File: src/hw/rtl/timed_event_queue_macros.svh
// ----------------------------------------------------------------------------
// Timed event queue assertion macros
// Shared concurrent checks, sampled on clock and disabled in reset.
// ----------------------------------------------------------------------------
`ifndef TIMED_EVENT_QUEUE_MACROS_SVH
`define TIMED_EVENT_QUEUE_MACROS_SVH

// same-cycle implication
`define TEQ_ASSERT_IMP(lbl, ante, cons) \
   lbl: assert property (@(posedge clock) disable iff (reset) (ante) |-> (cons)) \
      else $error("timed_event_queue: check failed");

// next-cycle implication
`define TEQ_ASSERT_NXT(lbl, ante, cons) \
   lbl: assert property (@(posedge clock) disable iff (reset) (ante) |=> (cons)) \
      else $error("timed_event_queue: check failed");

`endif

File: src/hw/rtl/teq_pkg.sv
// ----------------------------------------------------------------------------
// Timed event queue package
// Types, codes and helpers shared by the queue modules.
// ----------------------------------------------------------------------------
`timescale 1ns / 1ps
`default_nettype none

package teq_pkg;

   localparam int NUM_SLOTS_DEF = 32;
   localparam int REQ_W         = 56;
   localparam int RSP_W         = 56;
   localparam logic [31:0] PHASE_BITS = 32'hFF00_0000;
   localparam logic [31:0] ID_BITS    = 32'h0000_FFFF;

   typedef enum logic [3:0] {
      ACT_TICK       = 4'd0,
      ACT_SCHEDULE   = 4'd1,
      ACT_RESCHEDULE = 4'd2,
      ACT_REPEAT     = 4'd3,
      ACT_EXECUTE    = 4'd4,
      ACT_CANCEL     = 4'd5,
      ACT_CANCEL_GRP = 4'd6,
      ACT_DELAY_GRP  = 4'd7,
      ACT_DELAY_MAX  = 4'd8,
      ACT_PULL_BACK  = 4'd9,
      ACT_SET_PHASE  = 4'd10,
      ACT_ADD_PHASE  = 4'd11,
      ACT_REM_PHASE  = 4'd12,
      ACT_EVENT_TIME = 4'd13,
      ACT_TIME_UNTIL = 4'd14,
      ACT_RESET      = 4'd15
   } action_type;

   typedef enum logic [2:0] {
      ST_IDLE,
      ST_START,
      ST_SCAN,
      ST_POST,
      ST_OUT
   } state_type;

   typedef enum logic [2:0] {
      MD_INSERT,
      MD_EXEC,
      MD_CLEAR,
      MD_SELECT,
      MD_MOVE,
      MD_QUERY
   } mode_type;

   typedef struct packed {
      logic clear;
      logic eval;
      logic min_cand;
      logic free_cand;
   } scan_ctl_type;

   // group 1..8 -> bit 16..23
   function automatic logic [31:0] group_bit(input logic [3:0] grp);
      logic [31:0] b;
      b = '0;
      if (grp >= 4'd1 && grp <= 4'd8) begin
         b[5'(grp) + 5'd15] = 1'b1;
      end
      return b;
   endfunction

   // phase 1..8 -> bit 24..31
   function automatic logic [31:0] phase_bit(input logic [3:0] ph);
      logic [31:0] b;
      b = '0;
      if (ph >= 4'd1 && ph <= 4'd8) begin
         b[5'(ph) + 5'd23] = 1'b1;
      end
      return b;
   endfunction

   // phase 1..8 -> mask bit 0..7
   function automatic logic [7:0] phase_mask_bit(input logic [3:0] ph);
      logic [7:0] b;
      b = '0;
      if (ph >= 4'd1 && ph <= 4'd8) begin
         b[3'(ph - 4'd1)] = 1'b1;
      end
      return b;
   endfunction

endpackage

`default_nettype wire

File: src/hw/rtl/timed_event_queue.sv
// ----------------------------------------------------------------------------
// Timed event queue
// Table of pending timed events with a shared one-slot-a-cycle scan unit.
// ----------------------------------------------------------------------------
// Usage:
//   req_* carries one command item (action in req_tuser, arguments in
//   req_tdata); rsp_* returns exactly one result item per command.
//   One command is worked on at a time; req_tready is high only while idle.
//   Clock, phase and reset actions skip the scan and go to the output step.
//   A scan reads every slot through the slot RAMs' read port and the rank
//   unit, then decides in the post step: schedule, cancel and queries take
//   one scan. Execute takes one scan plus one more scan per dropped
//   out-of-phase event. Delay group and delay to max take one scan plus one
//   scan per moved entry, plus a final scan; delay group with a group
//   outside 1..8 takes no scan.
//   Reset empties the table, zeroes the clock and phase set; the insert
//   order and the last fired event are kept.
//   A stalled result waits in the output register; the next command is
//   still accepted and its result is held back until the register drains.
// ----------------------------------------------------------------------------
`timescale 1ns / 1ps
`default_nettype none
`include "timed_event_queue_macros.svh"

module timed_event_queue #(
   parameter int NUM_SLOTS = teq_pkg::NUM_SLOTS_DEF
) (
   input  wire logic                      clock,
   input  wire logic                      reset,
   input  wire logic                      req_tvalid,
   output logic                           req_tready,
   // event_id[15:0], amount[47:16], group[51:48], phase[55:52]
   input  wire logic [teq_pkg::REQ_W-1:0] req_tdata,
   // action[3:0]
   input  wire logic [3:0]                req_tuser,
   output logic                           rsp_tvalid,
   input  wire logic                      rsp_tready,
   // fired_id[15:0], time_result[47:16], found[48], table_full[49],
   // in_phase[50], zero[55:51]
   output logic [teq_pkg::RSP_W-1:0]      rsp_tdata
);

   localparam int IDX_W = $clog2(NUM_SLOTS);
   localparam int CNT_W = $clog2(NUM_SLOTS + 1);

   teq_pkg::state_type  state_ff, state_in;
   teq_pkg::mode_type   mode_ff, mode_in;
   teq_pkg::action_type act_ff, act_in;

   logic [CNT_W-1:0]     cnt_ff, cnt_in;
   logic                 pipe_vld_ff, pipe_vld_in;
   logic [IDX_W-1:0]     pipe_idx_ff, pipe_idx_in;
   logic [NUM_SLOTS-1:0] valid_ff, valid_in;
   logic [NUM_SLOTS-1:0] sel_ff, sel_in;
   logic [31:0]          now_ff, now_in;
   logic [7:0]           mask_ff, mask_in;
   logic [31:0]          last_word_ff, last_word_in;
   logic [31:0]          counter_ff, counter_in;
   logic [31:0]          order_next_ff, order_next_in;
   logic [15:0]          id_ff, id_in;
   logic [31:0]          amt_ff, amt_in;
   logic [3:0]           grp_ff, grp_in;
   logic [3:0]           ph_ff, ph_in;
   logic [31:0]          limit_ff, limit_in;
   logic [15:0]          fired_ff, fired_in;
   logic [31:0]          tres_ff, tres_in;
   logic                 found_ff, found_in;
   logic                 full_ff, full_in;
   logic                 rsp_vld_ff, rsp_vld_in;
   logic [teq_pkg::RSP_W-1:0] rsp_data_ff, rsp_data_in;

   logic                 we;
   logic [IDX_W-1:0]     waddr;
   logic [31:0]          wdue, wword, worder;
   logic [IDX_W-1:0]     raddr;
   logic [31:0]          rd_due, rd_word, rd_order;

   teq_pkg::scan_ctl_type scan_ctl;
   logic                 best_vld, free_vld;
   logic [IDX_W-1:0]     best_idx, free_idx;
   logic [31:0]          best_due, best_word;

   logic [31:0]          gbit;
   logic                 slot_v, id_hit, grp_hit, clear_hit, drop;
   logic                 in_phase;
   logic                 post_ins, post_move, post_fire;

   teq_ram #(.WIDTH(32), .DEPTH(NUM_SLOTS)) u_due_ram (
      .clock(clock), .wr_en(we), .wr_addr(waddr), .wr_data(wdue),
      .rd_addr(raddr), .rd_data(rd_due)
   );

   teq_ram #(.WIDTH(32), .DEPTH(NUM_SLOTS)) u_word_ram (
      .clock(clock), .wr_en(we), .wr_addr(waddr), .wr_data(wword),
      .rd_addr(raddr), .rd_data(rd_word)
   );

   teq_ram #(.WIDTH(32), .DEPTH(NUM_SLOTS)) u_order_ram (
      .clock(clock), .wr_en(we), .wr_addr(waddr), .wr_data(worder),
      .rd_addr(raddr), .rd_data(rd_order)
   );

   teq_scan #(.NUM_SLOTS(NUM_SLOTS)) u_scan (
      .clock(clock), .reset(reset), .ctl(scan_ctl), .idx(pipe_idx_ff),
      .due(rd_due), .word(rd_word), .order(rd_order), .counter(counter_ff),
      .best_vld(best_vld), .best_idx(best_idx), .best_due(best_due),
      .best_word(best_word), .free_vld(free_vld), .free_idx(free_idx)
   );

   always_comb begin
      gbit     = teq_pkg::group_bit(grp_ff);
      slot_v   = valid_ff[pipe_idx_ff];
      id_hit   = (rd_word[15:0] == id_ff);
      grp_hit  = |(rd_word & gbit);
      drop     = (mask_ff != '0) && ((best_word & teq_pkg::PHASE_BITS) != '0) &&
                 ((best_word[31:24] & mask_ff) == '0);
      in_phase = (ph_ff == '0) || |(teq_pkg::phase_mask_bit(ph_ff) & mask_ff);

      clear_hit = 1'b0;
      if (act_ff == teq_pkg::ACT_CANCEL_GRP) begin
         clear_hit = slot_v && grp_hit;
      end else if (act_ff == teq_pkg::ACT_CANCEL || act_ff == teq_pkg::ACT_RESCHEDULE) begin
         clear_hit = slot_v && id_hit;
      end

      state_in      = state_ff;
      mode_in       = mode_ff;
      act_in        = act_ff;
      cnt_in        = cnt_ff;
      pipe_vld_in   = 1'b0;
      pipe_idx_in   = pipe_idx_ff;
      valid_in      = valid_ff;
      sel_in        = sel_ff;
      now_in        = now_ff;
      mask_in       = mask_ff;
      last_word_in  = last_word_ff;
      counter_in    = counter_ff;
      order_next_in = order_next_ff;
      id_in         = id_ff;
      amt_in        = amt_ff;
      grp_in        = grp_ff;
      ph_in         = ph_ff;
      limit_in      = limit_ff;
      fired_in      = fired_ff;
      tres_in       = tres_ff;
      found_in      = found_ff;
      full_in       = full_ff;
      rsp_vld_in    = rsp_vld_ff;
      rsp_data_in   = rsp_data_ff;
      raddr         = cnt_ff[IDX_W-1:0];
      we            = 1'b0;
      waddr         = best_idx;
      wdue          = best_due;
      wword         = best_word;
      worder        = order_next_ff;
      scan_ctl      = '0;
      req_tready    = (state_ff == teq_pkg::ST_IDLE);

      if (rsp_vld_ff && rsp_tready) begin
         rsp_vld_in = 1'b0;
      end

      unique case (state_ff)
         teq_pkg::ST_IDLE: begin
            if (req_tvalid) begin
               act_in   = teq_pkg::action_type'(req_tuser);
               id_in    = req_tdata[15:0];
               amt_in   = req_tdata[47:16];
               grp_in   = req_tdata[51:48];
               ph_in    = req_tdata[55:52];
               state_in = teq_pkg::ST_START;
            end
         end
         teq_pkg::ST_START: begin
            fired_in       = '0;
            tres_in        = '0;
            found_in       = 1'b0;
            full_in        = 1'b0;
            cnt_in         = '0;
            scan_ctl.clear = 1'b1;
            state_in       = teq_pkg::ST_SCAN;
            unique case (act_ff) inside
               teq_pkg::ACT_TICK: begin
                  now_in   = now_ff + amt_ff;
                  state_in = teq_pkg::ST_OUT;
               end
               teq_pkg::ACT_PULL_BACK: begin
                  now_in   = (amt_ff < now_ff) ? (now_ff - amt_ff) : '0;
                  state_in = teq_pkg::ST_OUT;
               end
               teq_pkg::ACT_SET_PHASE: begin
                  if (ph_ff <= 4'd8) begin
                     mask_in = teq_pkg::phase_mask_bit(ph_ff);
                  end
                  state_in = teq_pkg::ST_OUT;
               end
               teq_pkg::ACT_ADD_PHASE: begin
                  mask_in  = mask_ff | teq_pkg::phase_mask_bit(ph_ff);
                  state_in = teq_pkg::ST_OUT;
               end
               teq_pkg::ACT_REM_PHASE: begin
                  mask_in  = mask_ff & ~teq_pkg::phase_mask_bit(ph_ff);
                  state_in = teq_pkg::ST_OUT;
               end
               teq_pkg::ACT_RESET: begin
                  valid_in = '0;
                  now_in   = '0;
                  mask_in  = '0;
                  state_in = teq_pkg::ST_OUT;
               end
               teq_pkg::ACT_SCHEDULE, teq_pkg::ACT_RESCHEDULE, teq_pkg::ACT_REPEAT: begin
                  mode_in = teq_pkg::MD_INSERT;
               end
               teq_pkg::ACT_EXECUTE: begin
                  mode_in = teq_pkg::MD_EXEC;
               end
               teq_pkg::ACT_CANCEL, teq_pkg::ACT_CANCEL_GRP: begin
                  mode_in = teq_pkg::MD_CLEAR;
               end
               teq_pkg::ACT_DELAY_GRP: begin
                  mode_in = teq_pkg::MD_SELECT;
                  if (gbit == '0) begin
                     state_in = teq_pkg::ST_OUT;
                  end
               end
               teq_pkg::ACT_DELAY_MAX: begin
                  mode_in  = teq_pkg::MD_SELECT;
                  limit_in = now_ff + amt_ff;
               end
               teq_pkg::ACT_EVENT_TIME, teq_pkg::ACT_TIME_UNTIL: begin
                  mode_in = teq_pkg::MD_QUERY;
               end
            endcase
         end
         teq_pkg::ST_SCAN: begin
            if (cnt_ff < CNT_W'(NUM_SLOTS)) begin
               pipe_vld_in = 1'b1;
               pipe_idx_in = cnt_ff[IDX_W-1:0];
               cnt_in      = cnt_ff + CNT_W'(1);
            end else begin
               state_in = teq_pkg::ST_POST;
            end
            if (pipe_vld_ff) begin
               scan_ctl.eval = 1'b1;
               case (mode_ff)
                  teq_pkg::MD_INSERT: begin
                     scan_ctl.free_cand = !slot_v || clear_hit;
                     if (clear_hit) begin
                        valid_in[pipe_idx_ff] = 1'b0;
                     end
                  end
                  teq_pkg::MD_EXEC: begin
                     scan_ctl.min_cand = slot_v;
                  end
                  teq_pkg::MD_CLEAR: begin
                     if (clear_hit) begin
                        valid_in[pipe_idx_ff] = 1'b0;
                     end
                  end
                  teq_pkg::MD_SELECT: begin
                     if (act_ff == teq_pkg::ACT_DELAY_GRP) begin
                        sel_in[pipe_idx_ff] = slot_v && grp_hit;
                     end else begin
                        sel_in[pipe_idx_ff] = slot_v && (rd_due < limit_ff) &&
                                              ((grp_ff == '0) || grp_hit);
                     end
                  end
                  teq_pkg::MD_MOVE: begin
                     scan_ctl.min_cand = sel_ff[pipe_idx_ff];
                  end
                  teq_pkg::MD_QUERY: begin
                     scan_ctl.min_cand = slot_v && (id_hit ||
                        ((act_ff == teq_pkg::ACT_EVENT_TIME) && (id_ff == '0)));
                  end
                  default: begin
                     scan_ctl.eval = 1'b0;
                  end
               endcase
            end
         end
         teq_pkg::ST_POST: begin
            state_in = teq_pkg::ST_OUT;
            case (mode_ff)
               teq_pkg::MD_INSERT: begin
                  waddr = free_idx;
                  wdue  = now_ff + amt_ff;
                  wword = (act_ff == teq_pkg::ACT_REPEAT) ? last_word_ff :
                          ({16'd0, id_ff} | gbit | teq_pkg::phase_bit(ph_ff));
                  worder = counter_ff;
                  if (free_vld) begin
                     we                 = 1'b1;
                     valid_in[free_idx] = 1'b1;
                     counter_in         = counter_ff + 32'd1;
                  end else begin
                     full_in = 1'b1;
                  end
               end
               teq_pkg::MD_EXEC: begin
                  if (best_vld && (best_due <= now_ff)) begin
                     valid_in[best_idx] = 1'b0;
                     if (drop) begin
                        cnt_in         = '0;
                        scan_ctl.clear = 1'b1;
                        state_in       = teq_pkg::ST_SCAN;
                     end else begin
                        fired_in     = best_word[15:0];
                        last_word_in = best_word;
                        found_in     = 1'b1;
                     end
                  end
               end
               teq_pkg::MD_SELECT: begin
                  mode_in        = teq_pkg::MD_MOVE;
                  order_next_in  = counter_ff;
                  cnt_in         = '0;
                  scan_ctl.clear = 1'b1;
                  state_in       = teq_pkg::ST_SCAN;
               end
               teq_pkg::MD_MOVE: begin
                  if (best_vld) begin
                     we                = 1'b1;
                     wdue              = (act_ff == teq_pkg::ACT_DELAY_GRP) ?
                                         (best_due + amt_ff) : limit_ff;
                     sel_in[best_idx]  = 1'b0;
                     order_next_in     = order_next_ff + 32'd1;
                     cnt_in            = '0;
                     scan_ctl.clear    = 1'b1;
                     state_in          = teq_pkg::ST_SCAN;
                  end else begin
                     counter_in = order_next_ff;
                  end
               end
               teq_pkg::MD_QUERY: begin
                  found_in = best_vld;
                  if (act_ff == teq_pkg::ACT_TIME_UNTIL) begin
                     tres_in = best_vld ? (best_due - now_ff) : '1;
                  end else begin
                     tres_in = best_vld ? best_due : '0;
                  end
               end
               default: begin
               end
            endcase
         end
         teq_pkg::ST_OUT: begin
            if (!rsp_vld_ff || rsp_tready) begin
               rsp_vld_in  = 1'b1;
               rsp_data_in = {5'd0, in_phase, full_ff, found_ff, tres_ff, fired_ff};
               state_in    = teq_pkg::ST_IDLE;
            end
         end
         default: begin
            state_in = teq_pkg::ST_IDLE;
         end
      endcase
   end

   always_ff @(posedge clock) begin
      if (reset) begin
         state_ff     <= teq_pkg::ST_IDLE;
         mode_ff      <= teq_pkg::MD_INSERT;
         cnt_ff       <= '0;
         pipe_vld_ff  <= 1'b0;
         valid_ff     <= '0;
         sel_ff       <= '0;
         now_ff       <= '0;
         mask_ff      <= '0;
         last_word_ff <= '0;
         counter_ff   <= '0;
         rsp_vld_ff   <= 1'b0;
      end else begin
         state_ff     <= state_in;
         mode_ff      <= mode_in;
         cnt_ff       <= cnt_in;
         pipe_vld_ff  <= pipe_vld_in;
         valid_ff     <= valid_in;
         sel_ff       <= sel_in;
         now_ff       <= now_in;
         mask_ff      <= mask_in;
         last_word_ff <= last_word_in;
         counter_ff   <= counter_in;
         rsp_vld_ff   <= rsp_vld_in;
      end
      act_ff        <= act_in;
      pipe_idx_ff   <= pipe_idx_in;
      order_next_ff <= order_next_in;
      id_ff         <= id_in;
      amt_ff        <= amt_in;
      grp_ff        <= grp_in;
      ph_ff         <= ph_in;
      limit_ff      <= limit_in;
      fired_ff      <= fired_in;
      tres_ff       <= tres_in;
      found_ff      <= found_in;
      full_ff       <= full_in;
      rsp_data_ff   <= rsp_data_in;
   end

   assign rsp_tvalid = rsp_vld_ff;
   assign rsp_tdata  = rsp_data_ff;

   assign post_ins  = (state_ff == teq_pkg::ST_POST) && (mode_ff == teq_pkg::MD_INSERT);
   assign post_move = (state_ff == teq_pkg::ST_POST) && (mode_ff == teq_pkg::MD_MOVE);
   assign post_fire = (state_ff == teq_pkg::ST_POST) && (mode_ff == teq_pkg::MD_EXEC) &&
                      best_vld && (best_due <= now_ff);

   `TEQ_ASSERT_IMP(a_sel_in_valid, 1'b1, (sel_ff & ~valid_ff) == '0)
   `TEQ_ASSERT_IMP(a_ins_free, post_ins && free_vld, !valid_ff[free_idx])
   `TEQ_ASSERT_IMP(a_move_sel, post_move && best_vld, sel_ff[best_idx])
   `TEQ_ASSERT_NXT(a_fire_clears, post_fire, !valid_ff[$past(best_idx)])

endmodule

`default_nettype wire

File: src/hw/rtl/teq_ram.sv
// ----------------------------------------------------------------------------
// Timed event queue RAM
// Generic one-write one-read memory with registered read data.
// ----------------------------------------------------------------------------
`timescale 1ns / 1ps
`default_nettype none

module teq_ram #(
   parameter int WIDTH = 32,
   parameter int DEPTH = teq_pkg::NUM_SLOTS_DEF
) (
   input  wire logic                     clock,
   input  wire logic                     wr_en,
   input  wire logic [$clog2(DEPTH)-1:0] wr_addr,
   input  wire logic [WIDTH-1:0]         wr_data,
   input  wire logic [$clog2(DEPTH)-1:0] rd_addr,
   output logic      [WIDTH-1:0]         rd_data
);

   logic [WIDTH-1:0] mem_ff [DEPTH];

   always_ff @(posedge clock) begin
      if (wr_en) begin
         mem_ff[wr_addr] <= wr_data;
      end
      rd_data <= mem_ff[rd_addr];
   end

endmodule

`default_nettype wire

File: src/hw/rtl/teq_scan.sv
// ----------------------------------------------------------------------------
// Timed event queue scan unit
// Ranks one slot a cycle against the running best; tracks first free slot.
// ----------------------------------------------------------------------------
`timescale 1ns / 1ps
`default_nettype none

module teq_scan #(
   parameter int NUM_SLOTS = teq_pkg::NUM_SLOTS_DEF
) (
   input  wire logic                         clock,
   input  wire logic                         reset,
   input  wire teq_pkg::scan_ctl_type        ctl,
   input  wire logic [$clog2(NUM_SLOTS)-1:0] idx,
   input  wire logic [31:0]                  due,
   input  wire logic [31:0]                  word,
   input  wire logic [31:0]                  order,
   input  wire logic [31:0]                  counter,
   output logic                              best_vld,
   output logic [$clog2(NUM_SLOTS)-1:0]      best_idx,
   output logic [31:0]                       best_due,
   output logic [31:0]                       best_word,
   output logic                              free_vld,
   output logic [$clog2(NUM_SLOTS)-1:0]      free_idx
);

   localparam int IDX_W = $clog2(NUM_SLOTS);

   logic             best_vld_ff, best_vld_in;
   logic [IDX_W-1:0] best_idx_ff, best_idx_in;
   logic [31:0]      best_due_ff, best_due_in;
   logic [31:0]      best_age_ff, best_age_in;
   logic [31:0]      best_word_ff, best_word_in;
   logic             free_vld_ff, free_vld_in;
   logic [IDX_W-1:0] free_idx_ff, free_idx_in;
   logic [31:0]      age;
   logic             better;

   always_comb begin
      age    = counter - order;
      better = !best_vld_ff || (due < best_due_ff) ||
               ((due == best_due_ff) && (age > best_age_ff));
      best_vld_in  = best_vld_ff;
      best_idx_in  = best_idx_ff;
      best_due_in  = best_due_ff;
      best_age_in  = best_age_ff;
      best_word_in = best_word_ff;
      free_vld_in  = free_vld_ff;
      free_idx_in  = free_idx_ff;
      if (ctl.clear) begin
         best_vld_in = 1'b0;
         free_vld_in = 1'b0;
      end else if (ctl.eval) begin
         if (ctl.min_cand && better) begin
            best_vld_in  = 1'b1;
            best_idx_in  = idx;
            best_due_in  = due;
            best_age_in  = age;
            best_word_in = word;
         end
         if (ctl.free_cand && !free_vld_ff) begin
            free_vld_in = 1'b1;
            free_idx_in = idx;
         end
      end
   end

   always_ff @(posedge clock) begin
      if (reset) begin
         best_vld_ff <= 1'b0;
         free_vld_ff <= 1'b0;
      end else begin
         best_vld_ff <= best_vld_in;
         free_vld_ff <= free_vld_in;
      end
      best_idx_ff  <= best_idx_in;
      best_due_ff  <= best_due_in;
      best_age_ff  <= best_age_in;
      best_word_ff <= best_word_in;
      free_idx_ff  <= free_idx_in;
   end

   assign best_vld  = best_vld_ff;
   assign best_idx  = best_idx_ff;
   assign best_due  = best_due_ff;
   assign best_word = best_word_ff;
   assign free_vld  = free_vld_ff;
   assign free_idx  = free_idx_ff;

endmodule

`default_nettype wire
File: config.mk
export PLATFORM = sky130hd
export DESIGN_NAME = timed_event_queue
export DESIGN_NICKNAME = d
export VERILOG_FILES = /design/src/hw/rtl/teq_pkg.sv /design/src/hw/rtl/timed_event_queue.sv /design/src/hw/rtl/teq_ram.sv /design/src/hw/rtl/teq_scan.sv
export VERILOG_INCLUDE_DIRS = /design/src /design/src/hw/rtl
export SDC_FILE = /design/constraint.sdc
export NUM_CORES = 2
export LEC_CHECK = 0
export BUFFER_PORTS_ARGS = -buffer_cell sky130_fd_sc_hd__buf_2
export CORE_MARGIN = 2
export CORE_UTILIZATION = 55
export CTS_CLUSTER_DIAMETER = 80
export DETAILED_ROUTE_END_ITERATION = 8
export PLACE_DENSITY = 0.72
export SYNTH_ARGS = -nofsm -noshare
export SYNTH_HDL_FRONTEND = slang
export SYNTH_SLANG_ARGS = --single-unit
export TNS_END_PERCENT = 30
File: constraint.sdc
create_clock -name clock -period 11.8 [get_ports clock]
set_input_delay 1.77 -clock clock [delete_from_list [all_inputs] [get_ports clock]]
set_output_delay 1.77 -clock clock [all_outputs]
set_load 0.02 [all_outputs]
==> impl_metrics.py <==
metrics = {
    "outcome": {
        "status": "completed",
    },
    "synth": {
        "synth_edf_count": 3408,
        "synth-main-ff-cell": "edfxtp_1",
        "ys_seq_elements": 3688,
        "yosysWarningCount": 0,
        "ys_types": 100,
        "synth_cells": 8380,
        "synthArstFlopShare_pct": 0,
        "avgSynthCellArea_um2": 18.2,
        "ys_seq_area_share_pct": 70.7,
        "syn-cell-area_um2": 153000,
    },
    "clock_network": {
        "clock_sinks": 3688,
        "cts_setup_buffers": 0,
        "post_cts_resized": 0,
        "postCtsHoldBufs": 0,
        "clkTransAtPathRegs_ns": 0.07,
        "cts_root_buf": "clkbuf_16",
        "h-tree-depth": 5,
        "worstSkewPairLatency_ns": 0.96,
        "cts_buffers": 368,
        "tritoncts": "yes",
        "clockBufferDepth": 4,
    },
    "route": {
        "post-route-drc-count": 0,
        "finalWirelength_mm": 407,
        "wire_per_inst_um": 32.1,
        "drt_first_pass_iters": 8,
        "vias": 84400,
        "viasPerCell": 6.67,
        "drt_iter0_drc": 12600,
        "detail-route-antenna-nets": 0,
    },
    "grt": {
        "grt_pass1_wl_mm": 584,
        "gr-usage-all-layers_pct": 28.8,
        "grt_pass1_vias": 82900,
        "grt_max_degree": 158,
        "antenna_found_initial": 16,
        "grt-ovfl-total": 0,
    },
    "hold_path": {
        "hp-class": "flop to flop",
        "hold_path_startpoint": "u_word_ram.rd_data[27]$_DFF_P_",
    },
    "floorplan": {
        "io_pins": 122,
        "core-area_um2": 276000,
        "die_x_um": 531,
        "rows": 193,
        "die_y_um": 531,
        "die_area_um2": 282000,
        "start_util_pct": 55.2,
    },
    "placed_design": {
        "port_buffers": 116,
        "hpwl_mm": 227,
        "dp.cells": 12000,
        "gp_congestion": 0.929,
    },
    "critical_path": {
        "crit_buf_inv": 4,
        "path_common_cell": "buf_4",
        "slowest_stage": "nor2b_2",
        "arrival_ns": 7.47,
        "critPathCaptureType": "flop",
        "worst-r2r-setup-slack_ns": 4.89,
        "cp_data_required_time_ns": 12.36,
        "timing.rr.end": "u_order_ram.mem_ff[19][15]$_DFFE_PP_",
        "slowest_delay_ns": 0.94,
        "critical_path.top_delay_family": "simple AND/OR/NAND/NOR gates",
        "worstSetupPathType": "flop to flop",
        "crit_chain": "nor2b_2, nand2_2, inv_2, nand2_1, nor2_4, buf_4, mux2i_1, nand2b_1, nor2_4, buf_4, buf_4",
        "r2r_start": "state_ff[0]$_SDFFE_PP0P_",
        "cp-startpoint": "state_ff[0]$_SDFFE_PP0P_",
        "cp.depth": 11,
        "worstSetupStartpointType": "flop",
        "critical_path.endpoint": "u_order_ram.mem_ff[19][15]$_DFFE_PP_",
        "ff2ff_path_depth": 11,
        "crit_fanout": 47,
    },
    "power_and_ir_drop": {
        "power.leakage_uw": 0.0545,
        "ir_drop_mv": 0.137,
        "p_per_area_nw_per_um2": 158,
    },
    "timing": {
        "fin_crit_sh_pct": 58.6,
        "slew_headroom_pct": 6.81,
        "rsz0062_at_grt": "false",
        "period_needed_ns": 6.91,
        "drv_slew": 0,
        "fin_setup_tns_ns": 0,
        "fmax_mhz": 145,
        "worst_slew_pin_slew_ns": 1.40,
        "clock_skew_ns": 0.0683,
        "hold_viol": 0,
        "setup_violations": 0,
    },
    "layout": {
        "nNetsFinal": 8965,
        "drive_gt1_share_pct": 22.9,
        "finalNonFillerCells": 12700,
        "final_core_util_pct": 61.7,
        "area_growth_pct": 11.6,
    },
    "flow_run": {
        "maxCapViolations": 0,
    },
}
==> final cells by class <==
class	count	area [um2]
sequential	3688	108000
fill	19100	106000
multi-input combinational	4005	42600
clock buffer	493	10100
tap	3705	4640
timing repair buffer	318	2320
clock inverter	190	1830
inverter	254	953
antenna	4	10.0
==> kinds of logic (layout without fill, tap and decap cells) <==
group	count (synthesis)	after routing	share of synthesized area [%]
other	1	9	0.00246
DFF	3688	3688	70.7
adders and majority gates	267	267	2.21
buffers and inverters	691	1255	1.75
and+or+nand+nor	1238	1238	3.78
AOI/OAI and AO/OA	1183	1183	4.98
muxes	1135	1135	15.5
xor gates and xnor gates	177	177	1.02
==> registers in the layout, indices dropped and copies added, names as in the netlist, 6 cells and up <==
name	cells
u_due_ram.mem_ff	1024
u_order_ram.mem_ff	1024
u_word_ram.mem_ff	1024
rsp_tdata	51
amt_ff	32
counter_ff	32
last_word_ff	32
limit_ff	32
now_ff	32
order_next_ff	32
sel_ff	32
tres_ff	32
u_due_ram.rd_data	32
u_order_ram.rd_data	32
u_scan.best_age_ff	32
u_scan.best_due	32
u_scan.best_word	32
u_word_ram.rd_data	32
valid_ff	32
fired_ff	16
id_ff	16
mask_ff	8
cnt_ff	6
==> cells in the final DEF (no fill, tap or decap), types with 72 or more instances in the layout <==
master	n
clkinv_1	72
mux4_2	976
ha_1	261
buf_4	184
xor2_1	76
nand3_1	73
inv_1	250
o21ai_0	196
buf_2	115
xnor2_1	100
a21oi_1	376
mux2_2	98
dfxtp_1	275
nor2_1	356
nand2_1	360
a211oi_1	74
edfxtp_1	3408
clkbuf_1	94
clkbuf_16	376
a21o_1	81
==> through the flow <==
step           setup slack [ns]  hold slack [ns]  instance area [um2]  power, uW
6_report                   4.89            0.414               170000      26800
5_1_grt                    4.71            0.408               170000      27500
4_1_cts                    5.06            0.407               170000      27000
3_5_place_dp               5.07            0.393               158000      15500
3_3_place_gp               5.27            0.392               158000      15500
2_1_floorplan              5.15            0.386               153000      15200
==> routing by layer <==
| metal | wire length (um) | track usage (%) |
|---|---|---|
| met1 | 158000 | 41.4 |
| met2 | 193000 | 45.5 |
| met3 | 42200 | 4.94 |
| met4 | 13100 | 8.95 |
| met5 | 27 | 0 |
==> where the power goes <==
group	internal, uW	switching [uW]
clock	6600	4980
combinational	412	597
sequential	14200	72.1
==> worst min-delay path by stage <==
stage,to,cells past startpoint
2_1_floorplan,u_scan.best_word[24]$_DFFE_PP_,0
3_3_place_gp,u_scan.best_word[31]$_DFFE_PP_,0
3_5_place_dp,u_scan.best_word[27]$_DFFE_PP_,0
4_1_cts,u_scan.best_word[31]$_DFFE_PP_,0
5_1_grt,u_scan.best_word[31]$_DFFE_PP_,0
6_report,u_scan.best_word[27]$_DFFE_PP_,0
==> worst register-to-register path, cell delays in order (launching register included) <==
cell and delay [ns]:
dfxtp_1 0.45, nor2b_2 0.94, nand2_2 0.18, inv_2 0.10, nand2_1 0.33, nor2_4 0.57, buf_4 0.61, mux2i_1 0.65
nand2b_1 0.39, nor2_4 0.92, buf_4 0.76, buf_4 0.59
==> cells in the mapped netlist (11+ instances only) <==
| master | n | area share (%) |
|---|---|---|
| or4_1 | 11 | 0.054 |
| o31ai_1 | 14 | 0.069 |
| xor2_1 | 76 | 0.44 |
| a21oi_1 | 380 | 1.2 |
| mux2i_1 | 61 | 0.40 |
| and3_1 | 61 | 0.25 |
| a31oi_1 | 64 | 0.26 |
| nor4_1 | 23 | 0.094 |
| nor2_1 | 394 | 0.97 |
| nand3_1 | 74 | 0.24 |
| buf_4 | 11 | 0.054 |
| o211ai_1 | 51 | 0.25 |
| nor3_1 | 74 | 0.24 |
| nand4_1 | 59 | 0.24 |
| a221oi_1 | 33 | 0.19 |
| and2_1 | 19 | 0.078 |
| ha_1 | 261 | 2.1 |
| o21bai_1 | 20 | 0.098 |
| a221o_1 | 17 | 0.11 |
| nor3b_1 | 12 | 0.059 |
| edfxtp_1 | 3408 | 67 |
| a22oi_1 | 55 | 0.27 |
| nand2b_1 | 43 | 0.18 |
| nand2_1 | 364 | 0.90 |
| or3_1 | 17 | 0.070 |
| o21ai_0 | 236 | 0.77 |
| dfxtp_1 | 280 | 3.7 |
| buf_2 | 24 | 0.079 |
| inv_1 | 250 | 0.61 |
| buf_1 | 68 | 0.17 |
| mux4_2 | 976 | 14 |
| a211oi_1 | 74 | 0.36 |
| o21a_1 | 29 | 0.14 |
| mux2_2 | 98 | 0.72 |
| nor2b_1 | 47 | 0.19 |
| xnor2_1 | 100 | 0.57 |
| a21o_1 | 81 | 0.40 |
| clkbuf_1 | 334 | 0.82 |
(Power assumes the default switching activity.)
